## config.mk

```make
export PLATFORM = sky130hd
export DESIGN_NAME = wildcard_pattern_matcher
export DESIGN_NICKNAME = d
export VERILOG_FILES = /design/src/hw/rtl/wcpm_pkg.sv /design/src/hw/rtl/wcpm_cell.sv /design/src/hw/rtl/wildcard_pattern_matcher.sv
export SDC_FILE = /design/constraint.sdc
export NUM_CORES = 1
export LEC_CHECK = 0
export ABC_CLOCK_PERIOD_IN_PS = 4800
export BUFFER_PORTS_ARGS = -buffer_cell sky130_fd_sc_hd__buf_2
export CAP_MARGIN = 30
export CELL_PAD_IN_SITES_DETAIL_PLACEMENT = 1
export CELL_PAD_IN_SITES_GLOBAL_PLACEMENT = 1
export CORE_ASPECT_RATIO = 0.75
export CORE_MARGIN = 4
export CORE_UTILIZATION = 50
export CTS_BUF_LIST = sky130_fd_sc_hd__clkbuf_8
export CTS_CLUSTER_DIAMETER = 40
export CTS_CLUSTER_SIZE = 12
export DETAILED_ROUTE_END_ITERATION = 7
export PLACE_DENSITY_LB_ADDON = 0.1
export SYNTH_ARGS = -nofsm -noshare
export SYNTH_HDL_FRONTEND = slang
export SYNTH_SLANG_ARGS = --single-unit
```

## constraint.sdc

```tcl
create_clock -name clk -period 4.8 [get_ports clk]
set_clock_uncertainty 0.05 [all_clocks]
set_input_delay 0.48 -clock clk [delete_from_list [all_inputs] [get_ports clk]]
set_output_delay 0.48 -clock clk [all_outputs]
set_load 0.03 [all_outputs]
```

## src/hw/rtl/wcpm_pkg.sv

```systemverilog
// Shared constants and types for the wildcard pattern matcher.
package wcpm_pkg;

	localparam int MAX_PATTERN_DEF = 32;

	localparam logic [7:0] STAR_BYTE  = 8'h2A;
	localparam logic [7:0] QMARK_BYTE = 8'h3F;

	// register index of pattern_length on the APB port
	localparam logic REG_PATTERN_LENGTH = 1'b0;

	typedef enum logic [1:0] {
		CMD_LOAD = 2'd0,
		CMD_TEXT = 2'd1,
		CMD_END  = 2'd2
	} wcpm_cmd_t;

	// broadcast to every cell
	typedef struct packed {
		logic       advance;
		logic       start;
		logic [7:0] byte_value;
	} wcpm_ctrl_t;

	// handed from cell j-1 to cell j
	typedef struct packed {
		logic init_m;
		logic old_m;
		logic new_m;
	} wcpm_link_t;

endpackage

```

## src/hw/rtl/wcpm_cell.sv

```systemverilog
// One pattern position: holds its pattern byte and its match bit.
module wcpm_cell (
	input  logic                clk,
	input  logic                arst_n,
	input  wcpm_pkg::wcpm_ctrl_t ctrl,
	input  logic                load_en,
	input  wcpm_pkg::wcpm_link_t link_in,
	output wcpm_pkg::wcpm_link_t link_out
);
	import wcpm_pkg::*;

	logic [7:0] pat_q;
	logic       row_q;
	logic       is_star;
	logic       hit;
	logic       init_here;
	logic       old_here;
	logic       new_here;

	always_ff @(posedge clk) begin
		if (load_en) begin
			pat_q <= ctrl.byte_value;
		end
	end

	always_comb begin
		is_star   = (pat_q == STAR_BYTE);
		hit       = (pat_q == QMARK_BYTE) || (pat_q == ctrl.byte_value);
		// leading run of stars for the empty text
		init_here = link_in.init_m & is_star;
		old_here  = ctrl.start ? init_here : row_q;
		if (is_star) begin
			new_here = link_in.old_m | link_in.new_m | old_here;
		end else begin
			new_here = hit & link_in.old_m;
		end
		link_out.init_m = init_here;
		link_out.old_m  = old_here;
		link_out.new_m  = new_here;
	end

	always_ff @(posedge clk or negedge arst_n) begin
		if (!arst_n) begin
			row_q <= 1'b0;
		end else if (ctrl.advance) begin
			row_q <= new_here;
		end
	end

endmodule

```

## src/hw/rtl/wildcard_pattern_matcher.sv

```systemverilog
// Glob pattern matcher: a row of cells, one per pattern byte.
// A result word appears in the cycle after its text or end word is accepted.
// Takes one input word per cycle unless a held result stalls s_tready; the cycle
// time is set by the match-bit ripple chain running through all MAX_PATTERN cells.
// Reset clears the match row, the length register and the output valid flag, and arms the
// text start; pattern bytes are not cleared and read as undefined until written.
module wildcard_pattern_matcher #(
	parameter int MAX_PATTERN = wcpm_pkg::MAX_PATTERN_DEF
) (
	input  logic        clk,
	input  logic        arst_n,
	// input words
	input  logic        s_tvalid,
	output logic        s_tready,
	input  logic [15:0] s_tdata,  // [4:0] pattern_index, [12:5] byte_value, [15:13] zero
	input  logic [1:0]  s_tuser,  // [1:0] cmd
	// result words
	output logic        m_tvalid,
	input  logic        m_tready,
	output logic [7:0]  m_tdata,  // [0] matched, [7:1] zero
	output logic        m_tlast,  // final_result
	// configuration
	input  logic        psel,
	input  logic        penable,
	input  logic        pwrite,
	input  logic [2:0]  paddr,
	input  logic [31:0] pwdata,
	output logic [31:0] prdata,
	output logic        pready
);
	import wcpm_pkg::*;

	localparam int IW = $clog2(MAX_PATTERN + 1);

	logic [5:0]  len_q;
	logic        start_q;
	logic        m_tvalid_q;
	logic        matched_q;
	logic        last_q;

	logic        s_fire;
	logic [1:0]  cmd;
	logic [4:0]  pattern_index;
	logic [7:0]  byte_value;
	int          used_int;
	logic [IW-1:0] used_idx;

	wcpm_ctrl_t  ctrl;
	wcpm_link_t  link [MAX_PATTERN+1];
	logic [MAX_PATTERN:0] old_row;
	logic [MAX_PATTERN:0] new_row;

	assign cmd           = s_tuser;
	assign pattern_index = s_tdata[4:0];
	assign byte_value    = s_tdata[12:5];

	assign s_tready = !m_tvalid_q || m_tready;
	assign s_fire   = s_tvalid && s_tready;

	// APB
	assign pready = 1'b1;
	always_comb begin
		if (paddr[2] == REG_PATTERN_LENGTH) begin
			prdata = {26'd0, len_q};
		end else begin
			prdata = 32'd0;
		end
	end

	always_ff @(posedge clk or negedge arst_n) begin
		if (!arst_n) begin
			len_q <= 6'd0;
		end else if (psel && penable && pwrite && pready
				&& paddr[2] == REG_PATTERN_LENGTH) begin
			len_q <= pwdata[5:0];
		end
	end

	assign ctrl.advance    = s_fire && (cmd == CMD_TEXT);
	assign ctrl.start      = start_q;
	assign ctrl.byte_value = byte_value;

	// position zero: empty prefix always matches the empty text, never after a byte
	assign link[0].init_m = 1'b1;
	assign link[0].old_m  = start_q;
	assign link[0].new_m  = 1'b0;

	genvar g;
	generate
		for (g = 0; g < MAX_PATTERN; g++) begin : g_cell
			logic load_en;
			assign load_en = s_fire && (cmd == CMD_LOAD) && (int'(pattern_index) == g);
			wcpm_cell u_cell (
				.clk      (clk),
				.arst_n   (arst_n),
				.ctrl     (ctrl),
				.load_en  (load_en),
				.link_in  (link[g]),
				.link_out (link[g+1])
			);
		end
		for (g = 0; g <= MAX_PATTERN; g++) begin : g_row
			assign old_row[g] = link[g].old_m;
			assign new_row[g] = link[g].new_m;
		end
	endgenerate

	always_comb begin
		used_int = (int'(len_q) > MAX_PATTERN) ? MAX_PATTERN : int'(len_q);
		used_idx = IW'(used_int);
	end

	always_ff @(posedge clk or negedge arst_n) begin
		if (!arst_n) begin
			start_q <= 1'b1;
		end else if (s_fire) begin
			case (cmd)
				CMD_LOAD: start_q <= 1'b1;
				CMD_TEXT: start_q <= 1'b0;
				CMD_END:  start_q <= 1'b1;
				default:  start_q <= start_q;
			endcase
		end
	end

	// output stage
	always_ff @(posedge clk or negedge arst_n) begin
		if (!arst_n) begin
			m_tvalid_q <= 1'b0;
		end else if (s_fire && (cmd == CMD_TEXT || cmd == CMD_END)) begin
			m_tvalid_q <= 1'b1;
		end else if (m_tready) begin
			m_tvalid_q <= 1'b0;
		end
	end

	always_ff @(posedge clk) begin
		if (s_fire && cmd == CMD_TEXT) begin
			matched_q <= new_row[used_idx];
			last_q    <= 1'b0;
		end else if (s_fire && cmd == CMD_END) begin
			matched_q <= old_row[used_idx];
			last_q    <= 1'b1;
		end
	end

	assign m_tvalid = m_tvalid_q;
	assign m_tdata  = {7'd0, matched_q};
	assign m_tlast  = last_q;

`ifndef ASSERT_OFF
	a_text_clears_start: assert property (@(posedge clk) disable iff (!arst_n)
		s_fire && cmd == CMD_TEXT |=> !start_q)
		else $error("text word did not clear text start");

	a_load_sets_start: assert property (@(posedge clk) disable iff (!arst_n)
		s_fire && cmd == CMD_LOAD |=> start_q)
		else $error("pattern load did not restart the text");

	a_end_gives_last: assert property (@(posedge clk) disable iff (!arst_n)
		s_fire && cmd == CMD_END |=> m_tvalid && m_tlast)
		else $error("end of text gave no final result");

	a_text_not_last: assert property (@(posedge clk) disable iff (!arst_n)
		s_fire && cmd == CMD_TEXT |=> m_tvalid && !m_tlast)
		else $error("text byte result marked final");

	a_row_empty_prefix: assert property (@(posedge clk) disable iff (!arst_n)
		s_fire && cmd == CMD_TEXT && start_q |-> old_row[0])
		else $error("empty prefix lost at text start");
`endif

endmodule
```

== Word level (Yosys, flattened, before mapping) ==
Index checks and enable logic that the tools add are counted.

* Register bits after elaboration: 298
* Output and inout bits: 44
* Logic and storage cells: 484

* $lt $le $gt $ge: 2
* Equality and inequality tests: 129
* Muxes and demuxes: 75
* Bitwise gates (word level): 127
* Reductions and logical operators: 82

{| class="wikitable"
|+ Operators with widths
! operator !! number
|-
| 8-bit by 6-bit equality test with 1-bit output (second input constant) || 64
|-
| 8-bit equality test || 32
|-
| 5-bit equality test (second input constant) || 16
|-
| 1-bit 2-to-1 mux || 70
|-
| 1-bit bitwise AND || 63
|-
| 1-bit OR || 63
|-
| 5-bit by 4-bit equality test with 1-bit output (second input constant) || 8
|-
| 1-bit logical AND || 40
|-
| 1-bit logical OR || 34
|-
| 5-bit by 3-bit equality test with 1-bit output (second input constant) || 4
|-
| 1-bit binary-select mux with 6-bit select || 2
|-
| 6-bit 2-to-1 mux || 2
|-
| 5-bit by 2-bit equality test with 1-bit output (second input constant) || 2
|-
| 6-bit by 7-bit < comparator with 1-bit output (second input constant) || 1
|-
| 6-bit > comparator (second input constant) || 1
|-
| 2-bit nonzero test || 3
|-
| 5-bit by 1-bit equality test with 1-bit output (second input constant) || 1
|-
| 5-bit logical NOT || 1
|-
| 2-bit by 1-bit equality test with 1-bit output (second input constant) || 1
|-
| 2-bit equality test (second input constant) || 1
|-
| 2-bit logical NOT || 1
|-
| 1-bit case mux with 2 select lines || 1
|-
| 2-bit AND reduction || 1
|-
| 2-bit OR reduction || 1
|-
| other kinds (2) || 2
|}

== Depth between registers and ports, before layout ==
Gate-level depths: netlist of run 1.

* Word-level depth: 100
* Depth in mapped cells: 19
* Depth with buffers taken out: 16

== Modules after synthesis ==
From an unflattened synthesis of run 1, not the netlist that was laid out.

* Cells, all modules: 1551
* Area total of the unflattened synthesis: 18187.4 µm²

{| class="wikitable"
|+ Modules (own cells, without submodules)
! module !! times used !! cells an instance !! area an instance (µm²) !! seq. area each (µm²)
|-
| wcpm_cell || 32 || 42 || 516.7 || 265.3
|-
| wildcard_pattern_matcher || 1 || 207 || 1651.6 || 251.5
|}

== Worst setup path before layout of run 1 ==
No wires, ideal clock.

* Path type: flip-flop to flip-flop
* From: register g_cell[0].u_cell.pat_q[0]
* To: register matched_q (data pin)
* Library setup time: 0.133 ns
* Arrival time: 3.987 ns
* Data required time: 4.617 ns
* Path slack: 0.630 ns
* Cell stages (with the launch flop): 17
* Path through: edfxtp_1 > or4b_1 > or4_4 > nor3_4 > nand4_4 > nor4b_4 > nand3_1 > or2_1 > or4_4 > o21ai_2 > mux2i_1 > o211ai_1 > a31oi_1 > a2111oi_2 > a31oi_1 > o21ai_1 > a311o_1

* Word-level cells in the longest chain between the ends: 100
* Elaborated cells between the ends (all ways): 200

{| class="wikitable"
|+ Ends and longest elaborated chain
! what !! line !! text
|-
| from (decl) || wcpm_cell.sv:12 || <nowiki>logic [7:0] pat_q;</nowiki>
|-
| from (signal assigned) || wcpm_cell.sv:22 || <nowiki>pat_q <= ctrl.byte_value;</nowiki>
|-
| 8-bit by 6-bit equality test with 1-bit output, or another cell as far along || wcpm_cell.sv:27 || <nowiki>is_star = (pat_q == STAR_BYTE);</nowiki>
|-
| 1-bit 2-to-1 mux / 1-bit logical OR (equally long branches) || wcpm_cell.sv:31, wcpm_cell.sv:28 ||
|-
| 1-bit OR / 1-bit bitwise AND (equally long branches) || wcpm_cell.sv:33, wcpm_cell.sv:35 ||
|-
| 1-bit 2-to-1 mux || wcpm_cell.sv:32 || <nowiki>if (is_star) begin</nowiki>
|-
| 1-bit OR (2 in a row) || wcpm_cell.sv:33 || <nowiki>new_here = link_in.old_m | link_in.new_m | old_here;</nowiki>
|-
| 1-bit 2-to-1 mux || wcpm_cell.sv:32 ||
|-
| 1-bit OR (2 in a row) || wcpm_cell.sv:33 ||
|-
| 1-bit 2-to-1 mux || wcpm_cell.sv:32 ||
|-
| (+80 left out) || -- ||
|-
| 1-bit 2-to-1 mux || wcpm_cell.sv:32 ||
|-
| 1-bit OR (2 in a row) || wcpm_cell.sv:33 ||
|-
| 1-bit 2-to-1 mux || wcpm_cell.sv:32 ||
|-
| 1-bit OR (2 in a row) || wcpm_cell.sv:33 ||
|-
| 1-bit 2-to-1 mux || wcpm_cell.sv:32 ||
|-
| 1-bit binary-select mux with 6-bit select || wildcard_pattern_matcher.sv:139 || <nowiki>matched_q <= new_row[used_idx];</nowiki>
|-
| 1-bit 2-to-1 mux (implied by the code) || wildcard_pattern_matcher.sv:139 ||
|-
| 1-bit 2-to-1 mux (*) || wildcard_pattern_matcher.sv:138 || <nowiki>if (s_fire && cmd == CMD_TEXT) begin</nowiki>
|-
| to (signal assigned) || wildcard_pattern_matcher.sv:139 ||
|-
| to (signal assigned) || wildcard_pattern_matcher.sv:142 || <nowiki>matched_q <= old_row[used_idx];</nowiki>
|-
| to (decl) || wildcard_pattern_matcher.sv:38 || <nowiki>logic matched_q;</nowiki>
|}

Every way passes the cells marked *; elsewhere a longest branch is shown, timed or not. The select of a mux whose other input is x is not followed.
A chain may end at the register's enable or synchronous reset.

== Worst setup path in the final report of run 1 ==
* From: register g_cell[0].u_cell.pat_q[6]
* To: register matched_q (data pin)

Same word-level chain as after synthesis.

==> reports/qor.csv, run 1 <==
stage;metric;value;unit
run_status;status;completed;
sta;max_slew_margin;0.311;
global_route;grt_max_degree;39;
clocking;clockRootBuffer;clkbuf_8;
global_route;grt_pass1_wl;83800;um
critical_path;crit_path_frequent_cell;buf_4;
power_and_ir_drop;ir_drop;278;uV
floorplanning;ios;104;
clocking;cts_tree;done;
synth;avgSynthCellArea;10.6;sq um
clocking;htree_levels;2;
synth;ys_ff_latch;298;
sta;maxSlewViolCount;0;
final_layout;mostFrequentLayoutCell;edfxtp_1;
final_layout;diodes;0;
synth;synth_cells;1613;
final_layout;final_nets;1861;
synth;synth_top_area_frac;0.453;
clocking;clk_pin_slew_worst_paths;0.08;ns
sta;hold_violations;0;
critical_path;r2r-start;g_cell[0].u_cell.pat_q[6];
critical_path;critPathSlowestCell;or4b_4;
critical_path;ff2ff_setup_slack;0.11;ns
sta;finalSetupViolCount;0;
global_route;antenna_found_initial;0;
floorplanning;placementRows;58;
synth;seq_area_frac_synth;0.513;
clocking;cts_buffers;42;
sta;tns;0;ns
critical_path;ff2ff_path_depth;19;
synth;synth.distinct_cells;90;
route;vias_per_cell;6.10;
route;wirelength;54300;um
floorplanning;start_util;0.507;
critical_path;arrival;5.07;ns
clocking;cts_sinks;298;
synth;synth_flop_cell;edfxtp_1;
final_layout;finalInstanceArea;0.0199;sq mm
global_route;grt_pass1_vias;14493;
global_route;grt_use_total;0.286;
job;max-cap-violations;0;
hold_path;hp-start;pwdata[2];
power_and_ir_drop;powerDensity;297;mW/mm^2
route;drtIter0Drc;1147;
power_and_ir_drop;p_leak;6.86;nW
sta;timing.fmax;213;MHz
route;drt_pass1_iterations;5;
sta;rsz0062_at_grt;true;
placement;port-buffer-count;38;
placement;hpwl;39700;um
clocking;clock_latency;0.60;ns
critical_path;critPathLaunchType;flop;
synth;async_flop_share;0.134;
critical_path;worst_ep_required_time;5.18;ns
critical_path;slowest_delay;0.54;ns
floorplanning;die_w;221;um
floorplanning;core-area;0.0336;sq mm
sta;tightest_slew;1.03;ns
hold_path;whs_endpoint;len_q[2];
critical_path;rr_endpoint;matched_q;
hold_path;hold_path.class;input port to flop;
critical_path;cp_cell_sequence;or4b_4 -> or4_4 -> nor3_4 -> buf_12 -> nand3_4 -> o211ai_1 -> a221oi_1 -> o41ai_2 -> buf_4 -> nor2_1 -> a21oi_2 -> o21ai_1 -> a211oi_2 -> o21bai_2 -> buf_4 -> a21o_1 -> nand3_2 -> o31a_1 -> a311o_1;
global_route;grt-ovfl-total;0;
route;final_antenna_net_count;0;
final_layout;area_growth;16.8;%
route;wire_per_inst;23.8;um
final_layout;fillerInstances;3592;
sta;fin_crit_sh;0.977;
synth;synth_top_area_cell;edfxtp_1;
synth;ys_warn_count;0;
synth;synth_edf_count;257;
critical_path;timing_worst_setup_path_type;flop to flop;
synth;syn_area;0.0170;sq mm
synth;yosys-top-cells-area;edfxtp_1 (45%), xnor2_1 (8.2%), dfrtp_1 (5.7%);
final_layout;drive_above_1_share;0.182;
placement;place_area;0.0188;sq mm
clocking;clockBufferDepth;3;
route;route.detailed.drc;0;
final_layout;layout_common_cells;edfxtp_1 (257), xnor2_1 (160), buf_4 (156);
route;vias;13899;
hold_path;hold_depth;2;
critical_path;cp_max_fo;8;
sta;period_needed;4.69;ns
critical_path;worst_setup_path_end_kind;flop;
floorplanning;die_h;168;um
floorplanning;die_area;0.0371;sq mm
power_and_ir_drop;power;5.91;mW
placement;gp_congestion;0.878;
## critical path: cells and delay by family (launching register included)
family	cells	cell delay (ns)
buffers and inverters	3	0.49
and+or+nand+nor	6	1.49
AOI/OAI and AO/OA	10	2.08
DFF	1	0.41
## worst max-delay path by stage
stage,startpoint,endpoint,slack (ns),cells after the start
after floorplan,g_cell[0].u_cell.pat_q[0],matched_q,0.63,16
after global placement,s_tdata[12],matched_q,0.12,18
after detailed placement,g_cell[10].u_cell.pat_q[7],matched_q,-0.09,19
after CTS,g_cell[6].u_cell.pat_q[2],matched_q,0.005,17
after global routing,g_cell[0].u_cell.pat_q[6],matched_q,-0.18,19
final,g_cell[0].u_cell.pat_q[6],matched_q,0.11,19
## registers in the layout (all words and copies together), names as in the netlist
register and count:
start_q 1, g_cell.u_cell.pat_q 256, m_tlast 1, g_cell.u_cell.row_q 32, len_q 6, matched_q 1, m_tvalid 1
## power by group
part	leakage (nW)	internal [mW]	switching [mW]
Sequential	2.85	2.84	0.0571
Combinational	3.53	0.259	0.511
Clock	0.475	1.17	1.08
## cell usage after synthesis (4+ instances only)
library cell and n:
edfxtp_1 257, xnor2_1 160, nor2_1 153, nand2_1 127, xor2_1 96, o21ai_0 79
nand4_1 77, nor3_1 56, a21oi_1 47, nand3_1 44, dfrtp_1 39, nor4_1 37
buf_2 35, buf_4 35, and3_1 30, inv_1 25, clkbuf_1 24, nor2b_1 16
or3_1 16, a31oi_1 15, o211ai_1 13, or4_1 13, and2_1 12, o22ai_1 12
o31ai_1 12, a22o_1 11, nand2b_1 11, nor4bb_1 10, a211oi_1 9, a21o_1 8
mux2_2 8, nor4b_1 8, or2_2 7, a21boi_0 6, o21a_1 6, a211o_1 5
nand3b_1 5, ha_1 4, mux2i_1 4, nand4b_1 4, o311ai_0 4
## cells by family (layout without fill, tap and decap cells)
family | after synthesis | in the layout | synth area share
AOI/OAI and AO/OA | 276 | 276 | 0.107
xor gates and xnor gates | 256 | 256 | 0.132
adders and majority gates | 4 | 4 | 0.00294
buffers and inverters | 121 | 303 | 0.0369
DFF | 298 | 298 | 0.513
muxes | 13 | 13 | 0.00896
other | 2 | 34 | 0.000441
and+or+nand+nor | 643 | 643 | 0.199
## layer usage
metal | wire length [um] | GRT usage | up-vias
met5 | 0 | 0 | -
met4 | 1100 | 0.0694 | 0
met3 | 3980 | 0.0509 | 85
met2 | 24200 | 0.446 | 512
met1 | 25000 | 0.421 | 6998
li1 | - | - | 6304
## area by class of cell
type	count	area [sq um]	share of cell area
Clock inverter	29	304	0.0153
Timing Repair Buffer	203	1620	0.0814
Tap cell	450	563	0.0283
Inverter	26	97.6	0.00490
Clock buffer	45	619	0.0311
Multi-Input combinational cell	1226	7970	0.400
Sequential cell	298	8740	0.439
## timing repair
item                       in CTS  in global routing
pin swaps                       0                  7
hold buffers                    1                  0
hold endpoints to repair       15                  0
setup endpoints to repair       1                  3
gates resized for setup         7                 25
setup buffers                   0                  3
## metrics by stage
stage                      util  std cells  hold WS [ns]  setup slack, ns
after floorplan               -       1645         0.134            0.630
after global placement    0.558       2193         0.407            0.116
after detailed placement  0.559       2198         0.387          -0.0924
after CTS                 0.588       2273        0.0584          0.00495
after global routing      0.593       2277        0.0823           -0.179
final                     0.593       2277        0.0866            0.109
Note: power is estimated with default switching activity, not from simulation.
==> inputs of run 2 (changes only) <==
PLACE_DENSITY = 0.86   (was default)
PLACE_DENSITY_LB_ADDON = default   (was 0.1)
==> run 2 against run 1 <==
  * Sequential power about the same
  * Clock power barely moved
  * Hold slack worse by 0.031 ns
  * Non-clock buffer count is 34 lower
  * Sequential cell count did not move
  * Critical endpoint unchanged
  * Sequential share of layout area grew 0.72 points
  * Critical path depth is 2 lower
  * Count of clock-buffer cells in the layout decreased by 2
  * Highest routed layer unchanged
  * Largest cell class unchanged
  * Global-route usage increased by 0.050 points
  * Final cell count down 1.5%
  * Critical path type unchanged
  * Power about the same
==> reports/qor.csv, run 2 (synthesis results as in run 1) <==
stage;metric;value;unit;change
run_status;status;completed;;unchanged
final_layout;drive_above_1_share;0.167;;was 0.182
clocking;clockBufferDepth;3;;unchanged
final_layout;layout_common_cells;edfxtp_1 (257), xnor2_1 (160), nor2_1 (151);;was edfxtp_1 (257), xnor2_1 (160), buf_4 (156)
clocking;cts_sinks;298;;unchanged
final_layout;finalInstanceArea;0.0196;sq mm;was 0.0199 sq mm
global_route;antenna_found_initial;0;;unchanged
global_route;grt_max_degree;40;;was 39
power_and_ir_drop;ir_drop;267;uV;was 278 uV
clocking;clock_latency;0.61;ns;was 0.60 ns
sta;rsz0062_at_grt;true;;unchanged
power_and_ir_drop;p_leak;6.71;nW;was 6.86 nW
sta;timing.fmax;210;MHz;was 213 MHz
critical_path;crit_end;matched_q;;unchanged
route;drtIter0Drc;1413;;was 1147
floorplanning;ios;104;;unchanged
final_layout;final_util;0.583;;was 0.593
sta;period_needed;4.77;ns;was 4.69 ns
critical_path;rr_endpoint;matched_q;;unchanged
clocking;clk_pin_slew_worst_paths;0.07;ns;was 0.08 ns
sta;tns;0;ns;unchanged
clocking;cts_buffers;41;;was 42
critical_path;ff2ff_path_depth;17;;was 19
hold_path;hold_path.class;input port to flop;;unchanged
global_route;grt-ovfl-total;0;;unchanged
floorplanning;core-area;0.0336;sq mm;unchanged
route;wire_per_inst;24.8;um;was 23.8 um
placement;port-buffer-count;38;;unchanged
placement;gp_congestion;0.923;;was 0.878
final_layout;mostFrequentLayoutCell;edfxtp_1;;unchanged
floorplanning;start_util;0.507;;unchanged
sta;max_slew_margin;0.348;;was 0.311
critical_path;arrival;5.18;ns;was 5.07 ns
final_layout;largest_register_ffs;256;;unchanged
critical_path;critPathLaunchType;flop;;unchanged
critical_path;cp_max_fo;6;;was 8
global_route;grt_use_total;0.287;;was 0.286
route;wirelength;55600;um;was 54300 um
clocking;htree_levels;2;;unchanged
final_layout;instances_no_fill;2242;;was 2277
placement;hpwl;39300;um;was 39700 um
final_layout;top_register;g_cell.u_cell.pat_q;;unchanged
critical_path;timing_worst_setup_path_type;flop to flop;;unchanged
sta;tightest_slew;0.971;ns;was 1.03 ns
sta;fin_crit_sh;0.994;;was 0.977
sta;hold_violations;0;;unchanged
clocking;cts_tree;done;;unchanged
final_layout;diodes;0;;unchanged
critical_path;r2r-start;g_cell[1].u_cell.pat_q[0];;was g_cell[0].u_cell.pat_q[6]
final_layout;reg_top3;g_cell.u_cell.pat_q: 256 flops, g_cell.u_cell.row_q: 32 flops, len_q: 6 flops;;unchanged
placement;placed_cells;2156;;was 2198
power_and_ir_drop;powerDensity;302;mW/mm^2;was 297 mW/mm^2
floorplanning;die_h;168;um;unchanged
placement;place_area;0.0184;sq mm;was 0.0188 sq mm
global_route;grt_pass1_vias;14853;;was 14493
critical_path;worst_ep_required_time;5.21;ns;was 5.18 ns
critical_path;crit_start;g_cell[1].u_cell.pat_q[0];;was g_cell[0].u_cell.pat_q[6]
critical_path;ff2ff_setup_slack;0.03;ns;was 0.11 ns
final_layout;area_growth;14.9;%;was 16.8%
floorplanning;die_w;221;um;unchanged
sta;maxSlewViolCount;0;;unchanged
final_layout;final_nets;1826;;was 1861
job;max-cap-violations;0;;unchanged
sta;finalSetupViolCount;0;;unchanged
clocking;clockRootBuffer;clkbuf_8;;unchanged
floorplanning;placementRows;58;;unchanged
route;route.detailed.drc;0;;unchanged
floorplanning;die_area;0.0371;sq mm;unchanged
route;final_antenna_net_count;0;;unchanged
route;vias_per_cell;6.35;;was 6.10
critical_path;worst_setup_path_end_kind;flop;;unchanged
global_route;grt_pass1_wl;84600;um;was 83800 um
route;vias;14236;;was 13899
route;drt_pass1_iterations;5;;unchanged
==> run 2: timing repair <==
item,4_1_cts,5_1_grt
hold buffers,1,0
endpoints found under the setup margin,1,4
pin swaps,1,12
endpoints found under the hold margin,11,0
buffers inserted,1,8
resized for setup,6,37
==> run 2: worst min-delay path by stage <==
stage | start | end | slack (ns) | cells past startpoint
floorplan | arst_n | g_cell[0].u_cell.row_q | 0.13 | 0
global placement | g_cell[18].u_cell.row_q | g_cell[18].u_cell.row_q | 0.41 | 2
detailed placement | arst_n | g_cell[0].u_cell.row_q | 0.35 | 1
CTS | pwdata[1] | len_q[1] | 0.05 | 2
global route | pwdata[1] | len_q[1] | 0.06 | 2
finish | pwdata[1] | len_q[1] | 0.06 | 2
==> run 2: metrics by stage <==
stage | power, mW | hold slack, ns | setup WS (ns)
3_5_place_dp | 3.67 | 0.345 | -0.109
5_1_grt | 6.11 | 0.0640 | -0.162
3_3_place_gp | 3.64 | 0.413 | 0.0845
6_report | 5.91 | 0.0560 | 0.0306
4_1_cts | 5.90 | 0.0492 | 0.00420
2_1_floorplan | 3.40 | 0.134 | 0.630
==> run 2: metal layers <==
| layer | part of all wire | track usage |
|---|---|---|
| met2 | 0.46 | 0.460 |
| met4 | 0.029 | 0.0922 |
| met1 | 0.42 | 0.391 |
| met5 | 0 | 0 |
| met3 | 0.089 | 0.0659 |
==> run 2: cell type report <==
| type | count | area, sq um |
|---|---|---|
| Fill cell | 3618 | 14000 |
| Sequential cell | 298 | 8740 |
| Multi-Input combinational cell | 1226 | 8010 |
| Timing Repair Buffer | 169 | 1260 |
| Clock buffer | 43 | 592 |
| Tap cell | 450 | 563 |
| Clock inverter | 30 | 323 |
| Inverter | 26 | 97.6 |
==> run 2: critical path, cell delays in order, from the launching register on <==
cell	delay [ns]
edfxtp_1	0.50
nor4b_2	0.41
nand4_1	0.29
nor4_4	0.32
buf_4	0.24
nand4_1	0.26
a21oi_1	0.25
o21ai_1	0.15
and2_1	0.22
o21a_1	0.22
a21oi_2	0.17
o211ai_1	0.19
a41o_1	0.32
nand4_1	0.15
o31ai_2	0.11
a2111oi_4	0.37
o2111a_1	0.25
a311o_1	0.16
==> run 2: where the power goes <==
| part | switching (mW) | total [mW] | internal, mW | leakage [nW] |
|---|---|---|---|---|
| Sequential | 0.0535 | 2.89 | 2.84 | 2.85 |
| Combinational | 0.523 | 0.772 | 0.249 | 3.38 |
| Clock | 1.07 | 2.25 | 1.18 | 0.472 |
| Total | 1.64 | 5.91 | 4.27 | 6.71 |
